**src/rtl/nsr_pkg.sv**
```systemverilog
// ----------------------------------------------------------------------------
// nsr_pkg
// Shared widths, microcode format and control program of the Newton-Raphson
// square root core.
// ----------------------------------------------------------------------------
package nsr_pkg;

  localparam int DATA_W       = 32;             // Q16.16 operands
  localparam int FRAC_W       = 16;
  localparam int SQ_W         = 2 * DATA_W;     // Q32.32 square
  localparam int DIV_W        = DATA_W + FRAC_W; // dividend n << 16
  localparam int ITER_W       = 7;
  localparam int MAX_ITER_DEF = 32;
  localparam logic [DATA_W-1:0] TOL_RESET = DATA_W'(1);

  typedef logic [2:0] upc_t;

  localparam upc_t STEP_IDLE = 3'd0;
  localparam upc_t STEP_SQ   = 3'd1;
  localparam upc_t STEP_ERR  = 3'd2;
  localparam upc_t STEP_CHK  = 3'd3;
  localparam upc_t STEP_DIVS = 3'd4;
  localparam upc_t STEP_DIVW = 3'd5;
  localparam upc_t STEP_UPD  = 3'd6;
  localparam upc_t STEP_OUT  = 3'd7;

  typedef enum logic [2:0] {
    COND_NEVER,
    COND_ALWAYS,
    COND_NO_IN,
    COND_FINISH,
    COND_DIV_BUSY,
    COND_NO_OUT
  } cond_t;

  // One control word: a jump taken when cond holds, else fall through to the
  // next step, plus the datapath strobes for this step.
  typedef struct packed {
    cond_t cond;
    upc_t  target;
    logic  in_rdy;
    logic  out_vld;
    logic  ld;
    logic  sq;
    logic  err;
    logic  chk;
    logic  div_go;
    logic  upd;
  } ctl_t;

  typedef struct packed {
    logic div_busy;
    logic tol_met;
    logic at_cap;
  } stat_t;

  function automatic ctl_t ucode(input upc_t step);
    ctl_t c;
    c = '0;
    c.cond   = COND_NEVER;
    c.target = STEP_IDLE;
    case (step)
      STEP_IDLE: begin
        c.in_rdy = 1'b1;
        c.ld     = 1'b1;
        c.cond   = COND_NO_IN;
        c.target = STEP_IDLE;
      end
      STEP_SQ:   c.sq  = 1'b1;
      STEP_ERR:  c.err = 1'b1;
      STEP_CHK: begin
        c.chk    = 1'b1;
        c.cond   = COND_FINISH;
        c.target = STEP_OUT;
      end
      STEP_DIVS: c.div_go = 1'b1;
      STEP_DIVW: begin
        c.cond   = COND_DIV_BUSY;
        c.target = STEP_DIVW;
      end
      STEP_UPD: begin
        c.upd    = 1'b1;
        c.cond   = COND_ALWAYS;
        c.target = STEP_SQ;
      end
      STEP_OUT: begin
        // Falling through from the last step wraps to the idle step.
        c.out_vld = 1'b1;
        c.cond    = COND_NO_OUT;
        c.target  = STEP_OUT;
      end
      default: begin
        c.cond   = COND_ALWAYS;
        c.target = STEP_IDLE;
      end
    endcase
    return c;
  endfunction

endpackage

```
**src/rtl/nsr_div.sv**
```systemverilog
// ----------------------------------------------------------------------------
// nsr_div
// Bit-serial restoring divider: (radicand << 16) / guess, one quotient bit
// per cycle.
// ----------------------------------------------------------------------------
module nsr_div (
  input  logic                         clk,
  input  logic                         rst_n,
  input  logic                         start,
  input  logic [nsr_pkg::DIV_W-1:0]    dividend,
  input  logic [nsr_pkg::DATA_W-1:0]   divisor,
  output logic                         busy,
  output logic [nsr_pkg::DIV_W-1:0]    quotient
);

  localparam int CNT_W = $clog2(nsr_pkg::DIV_W + 1);

  logic                        busy_r, busy_nxt;
  logic [CNT_W-1:0]            cnt_r, cnt_nxt;
  logic [nsr_pkg::DIV_W-1:0]   dvd_r, dvd_nxt;
  logic [nsr_pkg::DATA_W-1:0]  dvs_r, dvs_nxt;
  logic [nsr_pkg::DATA_W-1:0]  rem_r, rem_nxt;
  logic [nsr_pkg::DATA_W:0]    cand;
  logic [nsr_pkg::DATA_W+1:0]  diff;
  logic                        ge;

  // The partial remainder stays below the divisor, so the candidate fits
  // in one extra bit and the difference, when not negative, in DATA_W bits.
  assign cand = {rem_r, dvd_r[nsr_pkg::DIV_W-1]};
  assign diff = {1'b0, cand} - {2'b00, dvs_r};
  assign ge   = ~diff[nsr_pkg::DATA_W+1];

  always_comb begin
    busy_nxt = busy_r;
    cnt_nxt  = cnt_r;
    dvd_nxt  = dvd_r;
    dvs_nxt  = dvs_r;
    rem_nxt  = rem_r;
    if (start) begin
      busy_nxt = 1'b1;
      cnt_nxt  = CNT_W'(nsr_pkg::DIV_W);
      dvd_nxt  = dividend;
      dvs_nxt  = divisor;
      rem_nxt  = '0;
    end else if (busy_r) begin
      rem_nxt  = ge ? diff[nsr_pkg::DATA_W-1:0] : cand[nsr_pkg::DATA_W-1:0];
      dvd_nxt  = {dvd_r[nsr_pkg::DIV_W-2:0], ge};
      cnt_nxt  = cnt_r - CNT_W'(1);
      busy_nxt = (cnt_r != CNT_W'(1));
    end
  end

  always_ff @(posedge clk) begin
    if (!rst_n) begin
      busy_r <= 1'b0;
      cnt_r  <= '0;
    end else begin
      busy_r <= busy_nxt;
      cnt_r  <= cnt_nxt;
    end
    dvd_r <= dvd_nxt;
    dvs_r <= dvs_nxt;
    rem_r <= rem_nxt;
  end

  assign busy     = busy_r;
  assign quotient = dvd_r;

endmodule

```
**src/rtl/nsr_datapath.sv**
```systemverilog
// ----------------------------------------------------------------------------
// nsr_datapath
// Guess, square, error and update registers driven by the control word,
// with the tolerance register and the serial divider.
// ----------------------------------------------------------------------------
module nsr_datapath #(
  parameter int MAX_ITER = nsr_pkg::MAX_ITER_DEF
) (
  input  logic                          clk,
  input  logic                          rst_n,
  input  nsr_pkg::ctl_t                 ctl,
  input  logic                          in_valid,
  input  logic [nsr_pkg::DATA_W-1:0]    in_radicand,
  input  logic                          cfg_we,
  input  logic [nsr_pkg::DATA_W-1:0]    cfg_tolerance,
  output nsr_pkg::stat_t                stat,
  output logic [nsr_pkg::DATA_W-1:0]    root,
  output logic                          converged,
  output logic [nsr_pkg::ITER_W-1:0]    iterations
);

  localparam int DW = nsr_pkg::DATA_W;
  localparam int FW = nsr_pkg::FRAC_W;
  localparam int SW = nsr_pkg::SQ_W;
  localparam int VW = nsr_pkg::DIV_W;
  localparam int IW = nsr_pkg::ITER_W;

  logic [DW-1:0] tol_r, tol_nxt;
  logic [DW-1:0] n_r, n_nxt;
  logic [DW-1:0] a_r, a_nxt;
  logic [SW-1:0] sq_r, sq_nxt;
  logic [SW-1:0] err_r, err_nxt;
  logic [IW-1:0] iter_r, iter_nxt;
  logic          conv_r, conv_nxt;

  logic [SW-1:0] target;
  logic [SW-1:0] tol_wide;
  logic [VW-1:0] quot;
  logic [VW:0]   sum;
  logic [VW-1:0] half_sum;
  logic [DW-1:0] upd_sat;
  logic          div_busy;

  nsr_div u_div (
    .clk      (clk),
    .rst_n    (rst_n),
    .start    (ctl.div_go),
    .dividend ({n_r, {FW{1'b0}}}),
    .divisor  (a_r),
    .busy     (div_busy),
    .quotient (quot)
  );

  assign target   = {{(SW-DW-FW){1'b0}}, n_r, {FW{1'b0}}};
  assign tol_wide = {{(SW-DW-FW){1'b0}}, tol_r, {FW{1'b0}}};

  // Average of guess and quotient, saturated to the Q16.16 range and kept
  // at least one LSB so the next division has a nonzero divisor.
  assign sum      = {{(VW-DW+1){1'b0}}, a_r} + {1'b0, quot};
  assign half_sum = sum[VW:1];
  always_comb begin
    if (|half_sum[VW-1:DW]) begin
      upd_sat = '1;
    end else if (half_sum[DW-1:0] == '0) begin
      upd_sat = DW'(1);
    end else begin
      upd_sat = half_sum[DW-1:0];
    end
  end

  always_comb begin
    tol_nxt  = cfg_we ? cfg_tolerance : tol_r;
    n_nxt    = n_r;
    a_nxt    = a_r;
    sq_nxt   = sq_r;
    err_nxt  = err_r;
    iter_nxt = iter_r;
    conv_nxt = conv_r;
    if (ctl.ld && in_valid) begin
      n_nxt    = in_radicand;
      a_nxt    = (in_radicand[DW-1:1] == '0) ? DW'(1) : (in_radicand >> 1);
      iter_nxt = '0;
    end
    if (ctl.sq) begin
      sq_nxt = {{DW{1'b0}}, a_r} * {{DW{1'b0}}, a_r};
    end
    if (ctl.err) begin
      err_nxt = (sq_r >= target) ? (sq_r - target) : (target - sq_r);
    end
    if (ctl.chk) begin
      conv_nxt = stat.tol_met;
    end
    if (ctl.upd) begin
      a_nxt    = upd_sat;
      iter_nxt = iter_r + IW'(1);
    end
  end

  always_ff @(posedge clk) begin
    if (!rst_n) begin
      tol_r <= nsr_pkg::TOL_RESET;
    end else begin
      tol_r <= tol_nxt;
    end
    n_r    <= n_nxt;
    a_r    <= a_nxt;
    sq_r   <= sq_nxt;
    err_r  <= err_nxt;
    iter_r <= iter_nxt;
    conv_r <= conv_nxt;
  end

  assign stat.div_busy = div_busy;
  assign stat.tol_met  = (err_r <= tol_wide);
  assign stat.at_cap   = (iter_r == IW'(MAX_ITER));

  assign root       = a_r;
  assign converged  = conv_r;
  assign iterations = iter_r;

  // The guess is never zero once an item has been loaded.
  a_nonzero: assert property (@(posedge clk) disable iff (!rst_n)
    ctl.sq |-> a_r != '0)
    else $error("zero guess entered the square step");

  // A division is only started with the previous one finished.
  div_idle_at_start: assert property (@(posedge clk) disable iff (!rst_n)
    ctl.div_go |-> !div_busy)
    else $error("divider restarted while busy");

endmodule

```
**src/rtl/newton_square_root_core.sv**
```systemverilog
// ----------------------------------------------------------------------------
// newton_square_root_core
// Q16.16 square root by Newton-Raphson under a microcoded sequencer.
// ----------------------------------------------------------------------------
// Usage:
//   An item enters on in_valid/in_ready with an unsigned Q16.16 in_radicand.
//   The result item leaves on out_valid/out_ready as out_root (Q16.16),
//   out_converged and out_iterations. One item is worked on at a time:
//   in_ready is high only while the sequencer sits in its idle step.
//   cfg_we writes cfg_tolerance into the tolerance register in the same edge.
// Sequence:
//   After acceptance the start guess is squared and checked; each Newton
//   update then runs the bit-serial divider, which sets the rate. out_valid
//   rises after k updates (k up to MAX_ITER), and in_ready is high again in
//   the cycle right after the result item is taken.
// Reset:
//   rst_n (synchronous) returns the sequencer to idle, stops the divider and
//   sets the tolerance to one LSB.
// Stall:
//   While out_ready is low the result item is held and no new item is taken.
// ----------------------------------------------------------------------------
module newton_square_root_core #(
  parameter int MAX_ITER = nsr_pkg::MAX_ITER_DEF
) (
  input  logic                          clk,
  input  logic                          rst_n,
  input  logic                          in_valid,
  output logic                          in_ready,
  input  logic [nsr_pkg::DATA_W-1:0]    in_radicand,
  output logic                          out_valid,
  input  logic                          out_ready,
  output logic [nsr_pkg::DATA_W-1:0]    out_root,
  output logic                          out_converged,
  output logic [nsr_pkg::ITER_W-1:0]    out_iterations,
  input  logic                          cfg_we,
  input  logic [nsr_pkg::DATA_W-1:0]    cfg_tolerance
);

  nsr_pkg::upc_t  upc_r, upc_nxt;
  nsr_pkg::ctl_t  ctl;
  nsr_pkg::stat_t stat;
  logic           take;

  // Control word fetch for the current step.
  always_comb begin
    ctl = nsr_pkg::ucode(upc_r);
  end

  always_comb begin
    case (ctl.cond)
      nsr_pkg::COND_NEVER:    take = 1'b0;
      nsr_pkg::COND_ALWAYS:   take = 1'b1;
      nsr_pkg::COND_NO_IN:    take = !in_valid;
      nsr_pkg::COND_FINISH:   take = stat.tol_met || stat.at_cap;
      nsr_pkg::COND_DIV_BUSY: take = stat.div_busy;
      nsr_pkg::COND_NO_OUT:   take = !out_ready;
      default:                take = 1'b0;
    endcase
    upc_nxt = take ? ctl.target : upc_r + nsr_pkg::upc_t'(1);
  end

  always_ff @(posedge clk) begin
    if (!rst_n) begin
      upc_r <= nsr_pkg::STEP_IDLE;
    end else begin
      upc_r <= upc_nxt;
    end
  end

  assign in_ready  = ctl.in_rdy;
  assign out_valid = ctl.out_vld;

  nsr_datapath #(
    .MAX_ITER (MAX_ITER)
  ) u_dp (
    .clk           (clk),
    .rst_n         (rst_n),
    .ctl           (ctl),
    .in_valid      (in_valid),
    .in_radicand   (in_radicand),
    .cfg_we        (cfg_we),
    .cfg_tolerance (cfg_tolerance),
    .stat          (stat),
    .root          (out_root),
    .converged     (out_converged),
    .iterations    (out_iterations)
  );

  // The step count never passes the cap.
  iter_bounded: assert property (@(posedge clk) disable iff (!rst_n)
    out_valid |-> out_iterations <= nsr_pkg::ITER_W'(MAX_ITER))
    else $error("iteration count beyond cap");

  // A result that missed the tolerance can only come from the cap.
  unconv_at_cap: assert property (@(posedge clk) disable iff (!rst_n)
    out_valid && !out_converged |-> out_iterations == nsr_pkg::ITER_W'(MAX_ITER))
    else $error("unconverged result before the cap");

  // Only one item is in flight: no intake while a result is offered.
  one_in_flight: assert property (@(posedge clk) disable iff (!rst_n)
    !(in_ready && out_valid))
    else $error("intake open while a result is pending");

  // A taken result item returns the sequencer to idle on the next edge.
  idle_after_out: assert property (@(posedge clk) disable iff (!rst_n)
    out_valid && out_ready |=> in_ready && !stat.div_busy)
    else $error("sequencer not idle after result item");

endmodule
```
**config.mk**
```make
export PLATFORM = sky130hd
export DESIGN_NAME = newton_square_root_core
export DESIGN_NICKNAME = d
export VERILOG_FILES = /design/src/rtl/nsr_pkg.sv /design/src/rtl/nsr_div.sv /design/src/rtl/nsr_datapath.sv /design/src/rtl/newton_square_root_core.sv
export SDC_FILE = /design/constraint.sdc
export NUM_CORES = 2
export LEC_CHECK = 0
export ABC_CLOCK_PERIOD_IN_PS = 24300
export BUFFER_PORTS_ARGS = -buffer_cell sky130_fd_sc_hd__buf_2
export CORE_ASPECT_RATIO = 0.8
export CORE_MARGIN = 8
export CORE_UTILIZATION = 30
export DETAILED_ROUTE_END_ITERATION = 12
export PLACE_DENSITY = 0.48
export SLEW_MARGIN = 15
export SYNTH_ARGS = -nofsm -noshare
export SYNTH_HDL_FRONTEND = slang
export SYNTH_SLANG_ARGS = --single-unit
```
**constraint.sdc**
```tcl
create_clock -name clk -period 24.3 [get_ports clk]
set_input_delay 0 -clock clk [delete_from_list [all_inputs] [get_ports clk]]
set_output_delay 0 -clock clk [all_outputs]
set_load 0.02 [all_outputs]
```
==> metrics.txt <==
# TYPE chip_impl_metric gauge
chip_impl_info{name="run_status",value="complete, no violations"} 1
chip_impl_metric{name="top_level_ports",unit=""} 111
chip_impl_metric{name="share_of_synthesized_registers_carrying_an_async_set_or_reset",unit="%"} 0
chip_impl_metric{name="number_of_synthesized_register_bits",unit=""} 353
chip_impl_metric{name="synth_enable_flop_cells",unit=""} 263
chip_impl_metric{name="chipHeight",unit="um"} 387
chip_impl_metric{name="clock_insertion_delay_worst_skew",unit="ns"} 0.61
chip_impl_info{name="hold_worst_path_end",value="u_dp.n_r[0]"} 1
chip_impl_info{name="crit_path_end_kind",value="flop"} 1
chip_impl_metric{name="clkTransAtPathRegs",unit="ns"} 0.06
chip_impl_metric{name="final_antenna_net_count",unit=""} 0
chip_impl_metric{name="design.die.area",unit="um^2"} 186000
chip_impl_metric{name="setup_violations",unit=""} 0
chip_impl_metric{name="initial_core_util",unit="%"} 30.1
chip_impl_metric{name="cts.hold.buffers_added",unit=""} 65
chip_impl_metric{name="worst_path_setup_slack_after_routing",unit="ns"} 14.79
chip_impl_info{name="cp-start-kind",value="flop"} 1
chip_impl_metric{name="arrival",unit="ns"} 9.87
chip_impl_metric{name="synth_warnings",unit=""} 0
chip_impl_metric{name="num-nets-final",unit=""} 6866
chip_impl_metric{name="worstMarginPinSlew",unit="ns"} 1.15
chip_impl_metric{name="period_minus_slack",unit="ns"} 9.51
chip_impl_metric{name="gp_routability_congestion",unit=""} 0.885
chip_impl_metric{name="count_of_max_cap_constraint_violations",unit=""} 0
chip_impl_info{name="synth_ff_type",value="edfxtp_1"} 1
chip_impl_metric{name="final.period_utilization",unit="%"} 39.2
chip_impl_info{name="root_buffer_cell",value="clkbuf_16"} 1
chip_impl_metric{name="post_cts_resize_count",unit=""} 0
chip_impl_metric{name="std_cell_rows",unit=""} 136
chip_impl_info{name="reg2reg_from",value="u_dp.root[9]"} 1
chip_impl_metric{name="yosysUniqueCellTypes",unit=""} 89
chip_impl_metric{name="grt_pass1_vias",unit=""} 40200
chip_impl_info{name="regToRegEndpoint",value="u_dp.sq_r[62]"} 1
chip_impl_metric{name="grt_first_pass_wirelength",unit="mm"} 248
chip_impl_metric{name="final_cell_count_no_fill",unit=""} 7856
chip_impl_metric{name="final.setup.tns",unit="ns"} 0
chip_impl_info{name="final_cell_mix",value="inv_1, fa_1, ha_1"} 1
chip_impl_info{name="path_class",value="reg2reg"} 1
chip_impl_metric{name="reg2reg_setup_slack",unit="ns"} 14.79
chip_impl_metric{name="dpl.cell_count",unit=""} 7701
chip_impl_metric{name="final.fill_count",unit=""} 17700
chip_impl_metric{name="reg2regPathDepth",unit=""} 24
chip_impl_metric{name="netlist_area",unit="um^2"} 51600
chip_impl_metric{name="layout-drive-gt1-share",unit="%"} 5.26
chip_impl_info{name="path_type_of_the_worst_min_delay_path",value="in2reg"} 1
chip_impl_metric{name="drc_errors",unit=""} 0
chip_impl_metric{name="routed-via-count",unit=""} 38300
chip_impl_metric{name="post_synth.cell_area_avg",unit="um^2"} 9.40
chip_impl_metric{name="hold_slack",unit="ns"} 0.119
chip_impl_metric{name="worst_clock_skew_on_the_final_layout",unit="ns"} 0.0201
chip_impl_metric{name="cp_data_required_time",unit="ns"} 24.65
chip_impl_info{name="cts_tree",value="done"} 1
chip_impl_metric{name="area_growth",unit="%"} 10.0
chip_impl_metric{name="synth_cells",unit=""} 5488
chip_impl_metric{name="globalRouteTotalUtil",unit="%"} 17.1
chip_impl_metric{name="hold-path-cell-count",unit=""} 2
chip_impl_metric{name="clock-sinks",unit=""} 353
chip_impl_metric{name="initial_antenna_violation_count",unit=""} 7
chip_impl_metric{name="detailedRoute.firstPassIterationCount",unit=""} 5
chip_impl_metric{name="clock.fmax",unit="GHz"} 0.105
chip_impl_metric{name="via_per_inst",unit=""} 4.88
chip_impl_info{name="layout_commonest_cell",value="inv_1"} 1
chip_impl_metric{name="drt_first_iter_violations",unit=""} 2639
chip_impl_metric{name="place_worst_setup_slack",unit="ns"} 14.99
chip_impl_metric{name="cp_max_fo",unit=""} 33
chip_impl_metric{name="final_max_slew_viol_count",unit=""} 0
chip_impl_metric{name="post_cts_buffers",unit=""} 0
chip_impl_metric{name="buffer_ports.inserted",unit=""} 110
chip_impl_metric{name="dp.final_hpwl",unit="mm"} 128
chip_impl_metric{name="maximum_number_of_pins_on_one_net_before_global_route_repair",unit=""} 82
chip_impl_metric{name="cts-buffers-inserted",unit=""} 46
chip_impl_metric{name="design.core.area",unit="um^2"} 171000
chip_impl_metric{name="synth_seq_area_share",unit="%"} 18.8
chip_impl_metric{name="clock_tree.buffer_depth",unit=""} 3
chip_impl_metric{name="dieWidth",unit="um"} 480
chip_impl_metric{name="synth_fp_nets",unit=""} 6817
chip_impl_metric{name="cts_max_level",unit=""} 2
chip_impl_info{name="hold_path_startpoint",value="in_radicand[0]"} 1
chip_impl_metric{name="relative_slew_margins",unit="%"} 23.0
chip_impl_metric{name="routed_wire_length_per_instance",unit="um"} 20.6
chip_impl_metric{name="grt_remaining_overflow",unit=""} 0
chip_impl_info{name="rsz0062_at_grt",value="no"} 1
chip_impl_metric{name="finalWirelength",unit="mm"} 162
chip_impl_metric{name="hold_violations",unit=""} 0
logic make-up (layout without fill, tap and decap cells):
group	after synthesis	count (layout)	synth area share, %
AO/OA/AOI/OAI	898	898	11.1
XOR/XNOR	219	219	3.72
adder cells (fa/ha/maj)	1260	1260	42.1
buffers and inverters	1358	1445	9.89
flip-flops	353	353	18.8
multiplexers	90	90	1.78
other	0	4	0
AND/OR/NAND/NOR	1310	1310	12.6
how the worst max path moves through the flow:
| stage | startpoint | to |
|---|---|---|
| 2_1_floorplan | u_dp.root[3] | u_dp.sq_r[62] |
| 4_1_cts | u_dp.root[9] | u_dp.sq_r[62] |
| 3_5_place_dp | u_dp.root[9] | u_dp.sq_r[62] |
| 3_3_place_gp | u_dp.root[9] | u_dp.sq_r[62] |
| 5_1_grt | u_dp.root[8] | u_dp.sq_r[62] |
| 6_report | u_dp.root[9] | u_dp.sq_r[62] |
worst max-delay path, stage by stage, from the launching register on:
cell and delay [ns]:
edfxtp_1 0.33, buf_4 0.54, inv_1 0.41, ha_1 0.32
or2_2 0.32, fa_1 0.47, fa_1 0.51, inv_1 0.05
fa_1 0.50, inv_1 0.06, fa_1 0.49, fa_1 0.56
fa_1 0.43, fa_1 0.45, ha_1 0.37, and3_1 0.29
and2_0 0.18, a221oi_1 0.74, o22ai_1 0.23, nor3_1 0.43
o31ai_1 0.24, a31oi_1 0.53, o221ai_1 0.30, a211oi_1 0.34
xnor2_1 0.10
final cells by class:
| cell class | count | area, um^2 | area share [%] |
|---|---|---|---|
| flip-flops and latches | 353 | 9700 | 17.1 |
| inverters | 1138 | 4270 | 7.53 |
| repair buffers | 221 | 1550 | 2.72 |
| clock inverters | 27 | 313 | 0.551 |
| clock buffers | 59 | 1240 | 2.19 |
| multi-input cells | 3777 | 36800 | 64.9 |
| well taps | 2277 | 2850 | 5.02 |
| diodes | 4 | 10.0 | 0.0176 |
metrics by stage:
step | utilization, % | area [um^2]
final | 33.1 | 56800
after global routing | 33.1 | 56700
after CTS | 33.1 | 56700
after detailed placement | 31.8 | 54500
after global placement | 31.8 | 54500
after floorplan | - | 51600
Yosys cell counts, drive strengths merged, types with 41 or more instances:
| cell | number | area share, % |
|---|---|---|
| nand3 | 79 | 0.77 |
| ha | 465 | 11 |
| dfxtp | 90 | 3.5 |
| a21oi | 253 | 2.5 |
| inv | 1138 | 8.3 |
| a31oi | 57 | 0.70 |
| clkbuf | 198 | 1.4 |
| a21o | 109 | 1.6 |
| fa | 795 | 31 |
| o21a | 41 | 0.60 |
| xnor2 | 131 | 2.2 |
| mux2i | 84 | 1.7 |
| and2 | 253 | 3.1 |
| xor2 | 88 | 1.5 |
| nand4 | 45 | 0.55 |
| a211oi | 45 | 0.66 |
| o21ai | 194 | 1.9 |
| edfxtp | 263 | 15 |
| nor2 | 267 | 1.9 |
| nor3 | 50 | 0.49 |
| nand2 | 404 | 2.9 |
sequential cells by signal, indices dropped and copies added (netlist names):
name / flops
u_dp.u_div.rem_r: 32
u_dp.err_r: 64
u_dp.n_r: 32
u_dp.sq_r: 63
u_dp.u_div.quotient: 48
u_dp.tol_r: 32
u_dp.u_div.cnt_r: 6
u_dp.root: 32
u_dp.iterations: 7
u_dp.u_div.dvs_r: 32
u_dp.converged: 1
upc_r: 3
u_dp.u_div.busy: 1
metal layers:
metal	up-vias	wire (um)	GRT usage, %
li1	17800	-	-
met1	19300	74900	24.3
met2	1060	70600	26.5
met3	179	11700	3.81
met4	2	4260	4.18
met5	-	14	0.103
Power is left out: the tool's default activity adds up to more than one toggle a clock period on the data nets, which glitch-free logic cannot reach.
